[src/design/rase_pkg.sv]
// rase_pkg: shared widths, reset values, register indexes, command/status structs
// and the arctangent table of the resolver angle and speed estimator
// no dependencies
`default_nettype none

package rase_pkg;

    // arctangent iteration count and counter width
    localparam int CORDIC_STEPS = 16;
    localparam int ITER_W       = $clog2(CORDIC_STEPS);

    // field widths
    localparam int IN_W      = 24;
    localparam int ANG_W     = 17;
    localparam int SPD_W     = 23;
    localparam int SUM_W     = 25;
    localparam int FACC_W    = 40;
    localparam int CORD_W    = 27;
    localparam int Z_W       = 18;
    localparam int WIN_W     = 8;
    localparam int COEF_W    = 16;
    localparam int CFG_IDX_W = 2;
    localparam int CFG_DAT_W = 16;

    // register reset values
    localparam logic [WIN_W-1:0]  WINDOW_LEN_RST  = 8'd20;
    localparam logic [COEF_W-1:0] SPEED_SCALE_RST = 16'd125;
    localparam logic [COEF_W-1:0] FILTER_GAIN_RST = 16'd1311;

    // register indexes
    typedef enum logic [CFG_IDX_W-1:0] {
        CFG_WINDOW_LEN  = 2'd0,
        CFG_SPEED_SCALE = 2'd1,
        CFG_FILTER_GAIN = 2'd2
    } t_cfg_idx;

    // commands from controller to datapath
    typedef struct packed {
        logic load;
        logic iterate;
        logic angle_upd;
        logic spd_mul;
        logic spd_upd;
        logic flt_mul;
        logic flt_sum;
        logic flt_upd;
        logic out_load;
    } t_cmd;

    // status from datapath to controller
    typedef struct packed {
        logic iter_last;
        logic window_hit;
    } t_sts;

    // atan(2^-i) in angle units (65536 = 180 degrees), rounded to nearest
    function automatic logic [14:0] atan_units(input logic [4:0] idx);
        logic [14:0] v;
        case (idx)
            5'd0:    v = 15'd16384;
            5'd1:    v = 15'd9672;
            5'd2:    v = 15'd5110;
            5'd3:    v = 15'd2594;
            5'd4:    v = 15'd1302;
            5'd5:    v = 15'd652;
            5'd6:    v = 15'd326;
            5'd7:    v = 15'd163;
            5'd8:    v = 15'd81;
            5'd9:    v = 15'd41;
            5'd10:   v = 15'd20;
            5'd11:   v = 15'd10;
            5'd12:   v = 15'd5;
            5'd13:   v = 15'd3;
            5'd14:   v = 15'd1;
            5'd15:   v = 15'd1;
            default: v = 15'd0;
        endcase
        return v;
    endfunction

endpackage

`default_nettype wire

[src/design/rase_if.sv]
// rase channel interfaces: sample input, result output and register write
// depends on rase_pkg for field widths
`default_nettype none

interface rase_in_if import rase_pkg::*; ();
    logic                   valid;
    logic                   ready;
    logic signed [IN_W-1:0] sine_acc;
    logic signed [IN_W-1:0] cosine_acc;

    modport source (output valid, output sine_acc, output cosine_acc, input ready);
    modport sink   (input valid, input sine_acc, input cosine_acc, output ready);
endinterface

interface rase_out_if import rase_pkg::*; ();
    logic                    valid;
    logic                    ready;
    logic [ANG_W-1:0]        angle;
    logic                    speed_valid;
    logic signed [SPD_W-1:0] speed;
    logic signed [SPD_W-1:0] speed_filtered;

    modport source (output valid, output angle, output speed_valid, output speed,
                    output speed_filtered, input ready);
    modport sink   (input valid, input angle, input speed_valid, input speed,
                    input speed_filtered, output ready);
endinterface

interface rase_cfg_if import rase_pkg::*; ();
    logic                 valid;
    logic                 ready;
    logic [CFG_IDX_W-1:0] index;
    logic [CFG_DAT_W-1:0] data;

    modport source (output valid, output index, output data, input ready);
    modport sink   (input valid, input index, input data, output ready);
endinterface

`default_nettype wire

[src/design/rase_ctrl.sv]
// rase_ctrl: sequencing state machine and output valid for the estimator
// depends on rase_pkg (t_cmd, t_sts)
`default_nettype none

module rase_ctrl import rase_pkg::*; (
    input  wire logic i_clk,
    input  wire logic i_rst_n,
    input  wire logic i_in_valid,
    output logic      o_in_ready,
    output logic      o_out_valid,
    input  wire logic i_out_ready,
    input  wire t_sts i_sts,
    output t_cmd      o_cmd
);

    typedef enum logic [3:0] {
        S_IDLE,
        S_CORDIC,
        S_ANGLE,
        S_SPD_MUL,
        S_SPD,
        S_FLT_MUL,
        S_FLT_SUM,
        S_FLT_UPD,
        S_OUT
    } t_state;

    t_state r_state;
    t_state n_state;
    logic   r_out_valid;
    logic   n_out_valid;
    logic   out_free;

    assign out_free    = !r_out_valid || i_out_ready;
    assign o_in_ready  = (r_state == S_IDLE);
    assign o_out_valid = r_out_valid;

    // next state and commands
    always_comb begin
        n_state     = r_state;
        n_out_valid = r_out_valid && !i_out_ready;
        o_cmd       = '0;
        case (r_state)
            S_IDLE: begin
                if (i_in_valid) begin
                    o_cmd.load = 1'b1;
                    n_state    = S_CORDIC;
                end
            end
            S_CORDIC: begin
                o_cmd.iterate = 1'b1;
                if (i_sts.iter_last) begin
                    n_state = S_ANGLE;
                end
            end
            S_ANGLE: begin
                o_cmd.angle_upd = 1'b1;
                n_state = i_sts.window_hit ? S_SPD_MUL : S_OUT;
            end
            S_SPD_MUL: begin
                o_cmd.spd_mul = 1'b1;
                n_state       = S_SPD;
            end
            S_SPD: begin
                o_cmd.spd_upd = 1'b1;
                n_state       = S_FLT_MUL;
            end
            S_FLT_MUL: begin
                o_cmd.flt_mul = 1'b1;
                n_state       = S_FLT_SUM;
            end
            S_FLT_SUM: begin
                o_cmd.flt_sum = 1'b1;
                n_state       = S_FLT_UPD;
            end
            S_FLT_UPD: begin
                o_cmd.flt_upd = 1'b1;
                n_state       = S_OUT;
            end
            S_OUT: begin
                if (out_free) begin
                    o_cmd.out_load = 1'b1;
                    n_out_valid    = 1'b1;
                    n_state        = S_IDLE;
                end
            end
            default: begin
                n_state = S_IDLE;
            end
        endcase
    end

    // state and output valid
    always_ff @(posedge i_clk) begin
        if (!i_rst_n) begin
            r_state     <= S_IDLE;
            r_out_valid <= 1'b0;
        end else begin
            r_state     <= n_state;
            r_out_valid <= n_out_valid;
        end
    end

endmodule

`default_nettype wire

[src/design/rase_dp.sv]
// rase_dp: registers, shift-add arctangent, step unwrap, speed and filter arithmetic
// depends on rase_pkg (widths, t_cmd, t_sts, atan_units)
`default_nettype none

module rase_dp import rase_pkg::*; (
    input  wire logic                   i_clk,
    input  wire logic                   i_rst_n,
    input  wire t_cmd                   i_cmd,
    output t_sts                        o_sts,
    input  wire logic signed [IN_W-1:0] i_sine_acc,
    input  wire logic signed [IN_W-1:0] i_cosine_acc,
    input  wire logic                   i_cfg_we,
    input  wire logic [CFG_IDX_W-1:0]   i_cfg_index,
    input  wire logic [CFG_DAT_W-1:0]   i_cfg_data,
    output logic [ANG_W-1:0]            o_angle,
    output logic                        o_speed_valid,
    output logic signed [SPD_W-1:0]     o_speed,
    output logic signed [SPD_W-1:0]     o_speed_filtered
);

    // configuration
    logic [WIN_W-1:0]  r_window_len;
    logic [COEF_W-1:0] r_speed_scale;
    logic [COEF_W-1:0] r_filter_gain;

    // state
    logic [ANG_W-1:0]         r_prev;
    logic signed [SUM_W-1:0]  r_sum;
    logic [WIN_W-1:0]         r_count;
    logic signed [SPD_W-1:0]  r_speed;
    logic signed [FACC_W-1:0] r_facc;

    // per-item working registers
    logic signed [CORD_W-1:0] r_x;
    logic signed [CORD_W-1:0] r_y;
    logic signed [Z_W-1:0]    r_z;
    logic [ITER_W-1:0]        r_iter;
    logic                     r_czero;
    logic [ANG_W-1:0]         r_sang;
    logic [ANG_W-1:0]         r_ang;
    logic                     r_window;
    logic signed [41:0]       r_prod_spd;
    logic signed [40:0]       r_diff;
    logic signed [38:0]       r_plo;
    logic signed [36:0]       r_phi;
    logic signed [57:0]       r_fprod;

    // output registers
    logic [ANG_W-1:0]        r_o_angle;
    logic                    r_o_valid;
    logic signed [SPD_W-1:0] r_o_speed;
    logic signed [SPD_W-1:0] r_o_filt;

    // input conditioning: fold to positive cosine
    logic signed [CORD_W-1:0] s_ext;
    logic signed [CORD_W-1:0] c_ext;
    logic                     c_neg;
    logic [ANG_W-1:0]         sang;

    assign s_ext = {{(CORD_W-IN_W){i_sine_acc[IN_W-1]}}, i_sine_acc};
    assign c_ext = {{(CORD_W-IN_W){i_cosine_acc[IN_W-1]}}, i_cosine_acc};
    assign c_neg = i_cosine_acc[IN_W-1];

    always_comb begin
        if (i_sine_acc > 0) begin
            sang = 17'd65536;
        end else if (i_sine_acc < 0) begin
            sang = 17'd0;
        end else begin
            sang = 17'd32768;
        end
    end

    // one shift-add rotation step
    logic signed [CORD_W-1:0] xs;
    logic signed [CORD_W-1:0] ys;
    logic signed [Z_W-1:0]    at;

    assign xs = r_x >>> r_iter;
    assign ys = r_y >>> r_iter;
    assign at = Z_W'(atan_units(5'(r_iter)));

    assign o_sts.iter_last = (r_iter == ITER_W'(CORDIC_STEPS - 1));

    // angle offset and clamp
    logic signed [Z_W:0]   z_off;
    logic [ANG_W-1:0]      ang_cordic;
    logic [ANG_W-1:0]      ang;

    assign z_off = {r_z[Z_W-1], r_z} + 19'sd32768;

    always_comb begin
        if (z_off < 0) begin
            ang_cordic = 17'd0;
        end else if (z_off > 19'sd65536) begin
            ang_cordic = 17'd65536;
        end else begin
            ang_cordic = z_off[ANG_W-1:0];
        end
    end

    assign ang = r_czero ? r_sang : ang_cordic;

    // step unwrap over the half turn
    logic signed [18:0] d;
    logic signed [18:0] step;
    logic signed [25:0] sum_raw;
    logic signed [SUM_W-1:0] sum_sat;

    assign d = $signed({2'b00, ang}) - $signed({2'b00, r_prev});

    always_comb begin
        if (d > 19'sd32768) begin
            step = 19'sd65536 - d;
        end else if (d < -19'sd32768) begin
            step = -(19'sd65536 + d);
        end else begin
            step = -d;
        end
    end

    assign sum_raw = {r_sum[SUM_W-1], r_sum} + {{7{step[18]}}, step};

    always_comb begin
        if (sum_raw > 26'sd16777215) begin
            sum_sat = 25'sd16777215;
        end else if (sum_raw < -26'sd16777216) begin
            sum_sat = -25'sd16777216;
        end else begin
            sum_sat = sum_raw[SUM_W-1:0];
        end
    end

    // window count
    logic [WIN_W-1:0] count_next;
    logic [WIN_W-1:0] win;

    assign count_next       = r_count + 8'd1;
    assign win              = (r_window_len == '0) ? 8'd1 : r_window_len;
    assign o_sts.window_hit = (count_next >= win);

    // speed scaling and filter difference
    logic signed [41:0]      spd_sh;
    logic signed [SPD_W-1:0] spd_sat;
    logic signed [40:0]      diff;

    assign spd_sh = r_prod_spd >>> 8;

    always_comb begin
        if (spd_sh > 42'sd4194303) begin
            spd_sat = 23'sd4194303;
        end else if (spd_sh < -42'sd4194304) begin
            spd_sat = -23'sd4194304;
        end else begin
            spd_sat = spd_sh[SPD_W-1:0];
        end
    end

    assign diff = $signed({{2{spd_sat[SPD_W-1]}}, spd_sat, 16'h0000})
                - $signed({r_facc[FACC_W-1], r_facc});

    // filter accumulate with saturation
    logic signed [41:0]       inc;
    logic signed [42:0]       facc_raw;
    logic signed [FACC_W-1:0] facc_sat;

    assign inc      = r_fprod[57:16];
    assign facc_raw = {{3{r_facc[FACC_W-1]}}, r_facc} + {inc[41], inc};

    always_comb begin
        if (facc_raw > 43'sd549755813887) begin
            facc_sat = 40'sd549755813887;
        end else if (facc_raw < -43'sd549755813888) begin
            facc_sat = -40'sd549755813888;
        end else begin
            facc_sat = facc_raw[FACC_W-1:0];
        end
    end

    // integer part of filter state
    logic signed [23:0]      filt_int;
    logic signed [SPD_W-1:0] filt_sat;

    assign filt_int = r_facc[FACC_W-1:16];

    always_comb begin
        if (filt_int > 24'sd4194303) begin
            filt_sat = 23'sd4194303;
        end else if (filt_int < -24'sd4194304) begin
            filt_sat = -23'sd4194304;
        end else begin
            filt_sat = filt_int[SPD_W-1:0];
        end
    end

    // configuration and estimator state
    always_ff @(posedge i_clk) begin
        if (!i_rst_n) begin
            r_window_len  <= WINDOW_LEN_RST;
            r_speed_scale <= SPEED_SCALE_RST;
            r_filter_gain <= FILTER_GAIN_RST;
            r_prev        <= '0;
            r_sum         <= '0;
            r_count       <= '0;
            r_speed       <= '0;
            r_facc        <= '0;
        end else begin
            if (i_cfg_we) begin
                case (i_cfg_index)
                    CFG_WINDOW_LEN:  r_window_len  <= i_cfg_data[WIN_W-1:0];
                    CFG_SPEED_SCALE: r_speed_scale <= i_cfg_data;
                    CFG_FILTER_GAIN: r_filter_gain <= i_cfg_data;
                    default: begin
                    end
                endcase
            end
            if (i_cmd.angle_upd) begin
                r_prev  <= ang;
                r_sum   <= sum_sat;
                r_count <= o_sts.window_hit ? '0 : count_next;
            end
            if (i_cmd.spd_upd) begin
                r_speed <= spd_sat;
                r_sum   <= '0;
            end
            if (i_cmd.flt_upd) begin
                r_facc <= facc_sat;
            end
        end
    end

    // working and output registers
    always_ff @(posedge i_clk) begin
        if (i_cmd.load) begin
            r_x     <= c_neg ? -c_ext : c_ext;
            r_y     <= c_neg ? -s_ext : s_ext;
            r_z     <= '0;
            r_iter  <= '0;
            r_czero <= (i_cosine_acc == '0);
            r_sang  <= sang;
        end
        if (i_cmd.iterate) begin
            if (r_y > 0) begin
                r_x <= r_x + ys;
                r_y <= r_y - xs;
                r_z <= r_z + at;
            end else if (r_y < 0) begin
                r_x <= r_x - ys;
                r_y <= r_y + xs;
                r_z <= r_z - at;
            end
            r_iter <= r_iter + 1'b1;
        end
        if (i_cmd.angle_upd) begin
            r_ang    <= ang;
            r_window <= o_sts.window_hit;
        end
        if (i_cmd.spd_mul) begin
            r_prod_spd <= 42'(r_sum) * 42'($signed({1'b0, r_speed_scale}));
        end
        if (i_cmd.spd_upd) begin
            r_diff <= diff;
        end
        if (i_cmd.flt_mul) begin
            r_plo <= 39'($signed({1'b0, r_diff[20:0]})) * 39'($signed({1'b0, r_filter_gain}));
            r_phi <= 37'($signed(r_diff[40:21])) * 37'($signed({1'b0, r_filter_gain}));
        end
        if (i_cmd.flt_sum) begin
            r_fprod <= $signed({r_phi, 21'h0}) + {{19{r_plo[38]}}, r_plo};
        end
        if (i_cmd.out_load) begin
            r_o_angle <= r_ang;
            r_o_valid <= r_window;
            r_o_speed <= r_speed;
            r_o_filt  <= filt_sat;
        end
    end

    assign o_angle          = r_o_angle;
    assign o_speed_valid    = r_o_valid;
    assign o_speed          = r_o_speed;
    assign o_speed_filtered = r_o_filt;

endmodule

`default_nettype wire

[src/design/resolver_angle_speed_estimator_unit.sv]
// resolver_angle_speed_estimator_unit: top level, joins controller and datapath
// depends on rase_pkg, rase_if, rase_ctrl, rase_dp
//
//   channel    dir  handshake      payload
//   i_item     in   valid/ready    sine_acc, cosine_acc
//   o_result   out  valid/ready    angle, speed_valid, speed, speed_filtered
//   i_cfg      in   valid/ready    index, data (ready always high)
//
// an item passes the load state, the shift-add arctangent loop, which makes
// one rotation per cycle, the angle update and the output state; an item that
// closes a window passes the speed and filter states before the output state
// one result register: the next item is taken while a result waits, and it
// holds in its output state until that result is taken
// synchronous active-low reset restores defaults and clears the estimator state
`default_nettype none

module resolver_angle_speed_estimator_unit import rase_pkg::*; (
    input  wire logic  i_clk,
    input  wire logic  i_rst_n,
    rase_in_if.sink    i_item,
    rase_out_if.source o_result,
    rase_cfg_if.sink   i_cfg
);

    t_cmd cmd;
    t_sts sts;

    // register writes are always taken
    assign i_cfg.ready = 1'b1;

    // sequencing
    rase_ctrl u_ctrl (
        .i_clk       (i_clk),
        .i_rst_n     (i_rst_n),
        .i_in_valid  (i_item.valid),
        .o_in_ready  (i_item.ready),
        .o_out_valid (o_result.valid),
        .i_out_ready (o_result.ready),
        .i_sts       (sts),
        .o_cmd       (cmd)
    );

    // arithmetic
    rase_dp u_dp (
        .i_clk            (i_clk),
        .i_rst_n          (i_rst_n),
        .i_cmd            (cmd),
        .o_sts            (sts),
        .i_sine_acc       (i_item.sine_acc),
        .i_cosine_acc     (i_item.cosine_acc),
        .i_cfg_we         (i_cfg.valid),
        .i_cfg_index      (i_cfg.index),
        .i_cfg_data       (i_cfg.data),
        .o_angle          (o_result.angle),
        .o_speed_valid    (o_result.speed_valid),
        .o_speed          (o_result.speed),
        .o_speed_filtered (o_result.speed_filtered)
    );

endmodule

`default_nettype wire

[src/flat_wrapper.sv]
// flat-port wrapper written by rule: the top's interface ports become plain ports
module resolver_angle_speed_estimator_unit_flat import rase_pkg::*;
  (i_clk, i_rst_n, i_item_valid, i_item_sine_acc, i_item_cosine_acc, i_item_ready, o_result_valid, o_result_angle, o_result_speed_valid, o_result_speed, o_result_speed_filtered, o_result_ready, i_cfg_valid, i_cfg_index, i_cfg_data, i_cfg_ready);
  rase_in_if i_item_i ();
  rase_out_if o_result_i ();
  rase_cfg_if i_cfg_i ();
  input  wire logic i_clk;
  input  wire logic i_rst_n;
  input wire logic [$bits(i_item_i.valid)-1:0] i_item_valid;
  input wire logic [$bits(i_item_i.sine_acc)-1:0] i_item_sine_acc;
  input wire logic [$bits(i_item_i.cosine_acc)-1:0] i_item_cosine_acc;
  output wire logic [$bits(i_item_i.ready)-1:0] i_item_ready;
  output wire logic [$bits(o_result_i.valid)-1:0] o_result_valid;
  output wire logic [$bits(o_result_i.angle)-1:0] o_result_angle;
  output wire logic [$bits(o_result_i.speed_valid)-1:0] o_result_speed_valid;
  output wire logic [$bits(o_result_i.speed)-1:0] o_result_speed;
  output wire logic [$bits(o_result_i.speed_filtered)-1:0] o_result_speed_filtered;
  input wire logic [$bits(o_result_i.ready)-1:0] o_result_ready;
  input wire logic [$bits(i_cfg_i.valid)-1:0] i_cfg_valid;
  input wire logic [$bits(i_cfg_i.index)-1:0] i_cfg_index;
  input wire logic [$bits(i_cfg_i.data)-1:0] i_cfg_data;
  output wire logic [$bits(i_cfg_i.ready)-1:0] i_cfg_ready;
  assign i_item_i.valid = i_item_valid;
  assign i_item_i.sine_acc = i_item_sine_acc;
  assign i_item_i.cosine_acc = i_item_cosine_acc;
  assign i_item_ready = i_item_i.ready;
  assign o_result_valid = o_result_i.valid;
  assign o_result_angle = o_result_i.angle;
  assign o_result_speed_valid = o_result_i.speed_valid;
  assign o_result_speed = o_result_i.speed;
  assign o_result_speed_filtered = o_result_i.speed_filtered;
  assign o_result_i.ready = o_result_ready;
  assign i_cfg_i.valid = i_cfg_valid;
  assign i_cfg_i.index = i_cfg_index;
  assign i_cfg_i.data = i_cfg_data;
  assign i_cfg_ready = i_cfg_i.ready;
  resolver_angle_speed_estimator_unit u_core (.i_clk(i_clk), .i_rst_n(i_rst_n), .i_item(i_item_i), .o_result(o_result_i), .i_cfg(i_cfg_i));
endmodule
[config.mk]
export PLATFORM = sky130hd
export DESIGN_NAME = resolver_angle_speed_estimator_unit_flat
export DESIGN_NICKNAME = d
export VERILOG_FILES = /design/src/design/rase_pkg.sv /design/src/design/rase_if.sv /design/src/design/rase_ctrl.sv /design/src/design/rase_dp.sv /design/src/design/resolver_angle_speed_estimator_unit.sv /design/src/flat_wrapper.sv
export SDC_FILE = /design/constraint.sdc
export NUM_CORES = 2
export LEC_CHECK = 0
export CAP_MARGIN = 20
export CORE_MARGIN = 3
export CORE_UTILIZATION = 55
export CTS_CLUSTER_DIAMETER = 200
export CTS_CLUSTER_SIZE = 24
export DETAILED_ROUTE_END_ITERATION = 12
export DONT_BUFFER_PORTS = 1
export GPL_TIMING_DRIVEN = 0
export PLACE_DENSITY = 0.69
export SYNTH_ARGS = -nofsm -noshare
export SYNTH_HDL_FRONTEND = slang
export SYNTH_SLANG_ARGS = --single-unit
[constraint.sdc]
create_clock -name i_clk -period 8.7 [get_ports i_clk]
set_input_delay 0.87 -clock i_clk [delete_from_list [all_inputs] [get_ports i_clk]]
set_output_delay 0.87 -clock i_clk [all_outputs]
set_load 0.03 [all_outputs]
==> results.yml <==
status:
  status: "finished clean"
power:
  internal-power_mw: 10.26
  p_total_mw: 22.26
  seqPwrFrac_pct: 16.5
  combPwrFrac_pct: 77.0
  ir_drop_v: 0.0003884
  powerDensity_nw_per_um2: 298.3
  p_switching_mw: 12.00
  p_leak_nw: 33.18
  p_clk_share_pct: 6.5
  swShare_pct: 53.93
worst_setup_path:
  worstSetupPathType: "reg -> reg"
  crit_arrival_ps: 8500
  crit_fanout: 10
  cp_top_family: "adder cells"
  startpoint_type: "register"
  cpMostUsedCell: "fa_1"
  slowest_stage: "edfxtp_1"
  cp_cell_sequence: "clkbuf_1 > nand2_1 > fa_1 > inv_1 > fa_1 > inv_1 > fa_1 > inv_1 > fa_1 > inv_1 > fa_1 > inv_1 > fa_1 > ha_1 > and3_1 > o2111ai_1 > nand4_1 > nand4_1 > a21boi_0 > o21a_1 > nor2_1 > o31ai_1 > xor2_1"
  cpPeakStageDelay_ps: 700
  r2r_start: "u_core.u_dp.r_diff[13]$_DFFE_PP_"
  cp-end-kind: "register"
  critPathBufInv: 6
  crit_start: "u_core.u_dp.r_diff[13]$_DFFE_PP_"
  crit_required_ps: 9070
cts:
  h-tree-depth: 1
  clock_path_buffers: 3
  clk_pin_slew_ps: 110
  cts_tree: "yes"
  numCtsBuffers: 25
  clock-sinks: 509
  root_buffer: "clkbuf_16"
  clock_latency_ps: 680
  holdBufCountCts: 0
timing:
  slew_violations: 0
  worst_slew_pin_slew_ps: 1275
  timing.fmax_mhz: 123.0
  finalHoldViolations: 0
  relSlewSlack_pct: 15.02
  setup_viol: 0
  hold-worst-slack_ps: 350.6
  min_period_ps: 8133
  tns_ps: 0
  finClkSkew_ps: 42.14
  rsz0062_at_grt: "false"
  period_share_pct: 93.48
routing:
  antenna_left: 0
  vias: 58560
  routed_wl_um: 229200
  first_iter_violations: 5623
  wl_per_cell_um: 23.30
  firstDrtPassIters: 6
  vias_per_cell: 5.953
  drc: 0
grt:
  grt_start_max_net_pins: 36
  antenna_found_initial: 17
  grt_overflow: 0
  grt_pass1_wl_um: 348700
  grt_pass1_vias: 57830
  track_usage_pct: 33.84
place:
  dp_hpwl_um: 185900
  portBuffers: 0
  place_congestion: 1.044
min_path:
  hold_path.class: "in -> reg"
  min_from: "i_cfg_data[0]"
synth:
  synthSimpleGateAreaFrac_pct: 16.11
  synth_area_per_cell_um2: 8.881
  synth_ff_type: "edfxtp_1"
  netlist_area_um2: 71360
  synth_xor_area_share_pct: 3.584
  synth_fa_ha_area_share_pct: 38.31
  synthMuxAreaShare_pct: 2.055
  synth_compound_area_share_pct: 12.93
  syn-num-nets: 9671
  synth-edff-count: 264
  netlist-cell-type-count: 97
  syn_inst: 8035
  synth_seq_cells: 509
  synth_top_family_by_area: "adder cells"
  synth-warning-count: 0
  ys_seq_area_share_pct: 17.98
  async_flop_share_pct: 0
finish:
  drive_above_1_share_pct: 2.555
  areaGrowthSynthToFinish_pct: 4.560
  seq_area_um2: 12830
  finalNetCount: 9720
  multiInputGateArea_um2: 52170
  num-fill-cells: 11620
floorplanning:
  die_h_um: 366.2
  die_w_um: 366.2
  die_area_um2: 134100
  io_pins: 138
  rows: 131
  coreArea_um2: 128200
  start_util_pct: 55.68
job:
  cap_violations: 0
[synthesized netlist by cell type, types with 36 or more instances]
cell type | instances | area (um^2)
maj3_1 | 38 | 380.4
inv_1 | 1322 | 4962
xnor2_1 | 193 | 1690
ha_1 | 582 | 7282
o21bai_1 | 45 | 337.8
and3_1 | 44 | 275.3
and2_1 | 440 | 2753
a21boi_0 | 53 | 397.9
nor2b_1 | 87 | 544.3
nand2b_1 | 54 | 337.8
o31ai_1 | 39 | 292.8
o21ai_0 | 276 | 1381
dfxtp_1 | 245 | 4905
a21oi_1 | 388 | 1942
xor2_1 | 99 | 867.1
mux2i_1 | 70 | 700.7
edfxtp_1 | 264 | 7928
a31oi_1 | 45 | 281.5
o21a_1 | 70 | 525.5
a21o_1 | 125 | 938.4
a211oi_1 | 64 | 480.5
or2_2 | 36 | 225.2
nor2_1 | 338 | 1269
clkbuf_1 | 345 | 1295
nand2_1 | 1051 | 3945
nand3_1 | 86 | 430.4
nor3_1 | 91 | 455.4
fa_1 | 983 | 19680
nor4_1 | 37 | 231.5
[kinds of logic (layout without fill, tap and decap cells)]
group,Yosys count,after routing
xor gates and xnor gates,292,292
AOI/OAI and AO/OA,1409,1409
adders and majority gates,1603,1603
buffers and inverters,1702,1770
DFF,509,509
muxes,118,118
and+or+nand+nor,2401,2401
other,1,6
[final timing paths]
check / to / slack (ps) / cells after the start
setup / recovery: u_core.u_dp.r_plo[30]$_DFFE_PP_ / 570 / 23
hold / removal: u_core.u_dp.r_speed_scale[0]$_SDFFE_PN1P_ / 350 / 2
setup reg to reg: u_core.u_dp.r_plo[30]$_DFFE_PP_ / 570 / 23
hold reg to reg: u_core.u_dp.o_angle[8]$_DFFE_PP_ / 430 / 0
[flip-flops by register name, summed over array words and instances (netlist names), 2 cells and up]
name	cells
u_core.u_dp.r_sum	25
u_core.u_dp.r_filter_gain	16
u_core.u_ctrl.r_state	4
u_core.u_dp.r_window_len	8
u_core.u_dp.r_sang	2
u_core.u_dp.r_count	8
u_core.u_dp.at	15
u_core.u_dp.o_speed	23
u_core.u_dp.r_speed	23
u_core.u_dp.r_phi	37
u_core.u_dp.r_diff	41
u_core.u_dp.r_iter	4
u_core.u_dp.r_z	18
u_core.u_dp.o_speed_filtered	23
u_core.u_dp.r_facc	40
u_core.u_dp.r_plo	21
u_core.u_dp.r_fprod	42
u_core.u_dp.r_x	27
u_core.u_dp.r_speed_scale	16
u_core.u_dp.r_prod_spd	34
u_core.u_dp.r_y	27
u_core.u_dp.o_angle	17
u_core.u_dp.r_ang	17
u_core.u_dp.r_prev	17
[metrics by stage]
step                      setup WS, ps  utilization, %  area [um^2]  cells
after floorplan                   1557               -        71360   8035
after global placement           229.1           57.36        73530   9764
after detailed placement         51.25           57.56        73780   9780
after CTS                        82.37           58.14        74520   9826
after global routing             8.071           58.20        74600   9832
final                            567.1           58.21        74620   9837
[final cells by class]
class                   count  area share (%)
flip-flops and latches    509           17.20
repair buffers             22          0.3454
plain buffers             377           1.967
clock buffers              43          0.9290
diodes                      5         0.01677
well taps                1729           2.899
multi-input cells        5824           69.92
clock inverters             3         0.06037
inverters                1325           6.665
[power by group through the flow]
stage                     Clock, mW  Sequential, mW  Combinational [mW]
after floorplan                   0            3.44                12.1
after global placement            0            3.68                16.3
after detailed placement          0            3.69                16.6
after CTS                      1.47            3.63                16.7
after global routing           1.54            3.68                18.9
final                          1.45            3.67                17.1
[timing repair]
| action | 4_1_cts | 5_1_grt |
|---|---|---|
| setup endpoints to repair | 3 | 25 |
| gates resized for setup | 1 | 12 |
| pin swaps | 0 | 2 |
| buffers inserted | 0 | 3 |
[layer usage]
layer,vias up,global-route usage [%],wire length [um]
li1,26220,-,-
met1,29060,46.46,93120
met2,2713,51.70,100400
met3,552,6.443,21910
met4,18,16.13,13660
met5,-,0,140
[cells in the final DEF, fill, tap and decap left out, drive strengths merged, types with 28 or more instances in the layout]
cell type  count
nand3         86
mux2i         70
and3          44
a31oi         46
a211oi        64
nor4          38
nand2       1051
o21a          70
xor2          99
nor2b         87
mux2          28
inv         1324
o31ai         41
nand4         31
and2         440
dfxtp        245
a21boi        55
nor3          92
nor2         338
xnor2        193
fa           983
or2           36
a21oi        388
o211ai        31
o21bai        45
ha           582
maj3          38
a21o         125
o21ai        284
clkbuf       388
buf           54
edfxtp       264
nand2b        54
or3           32
No activity file was read; power rests on OpenSTA's default activity.
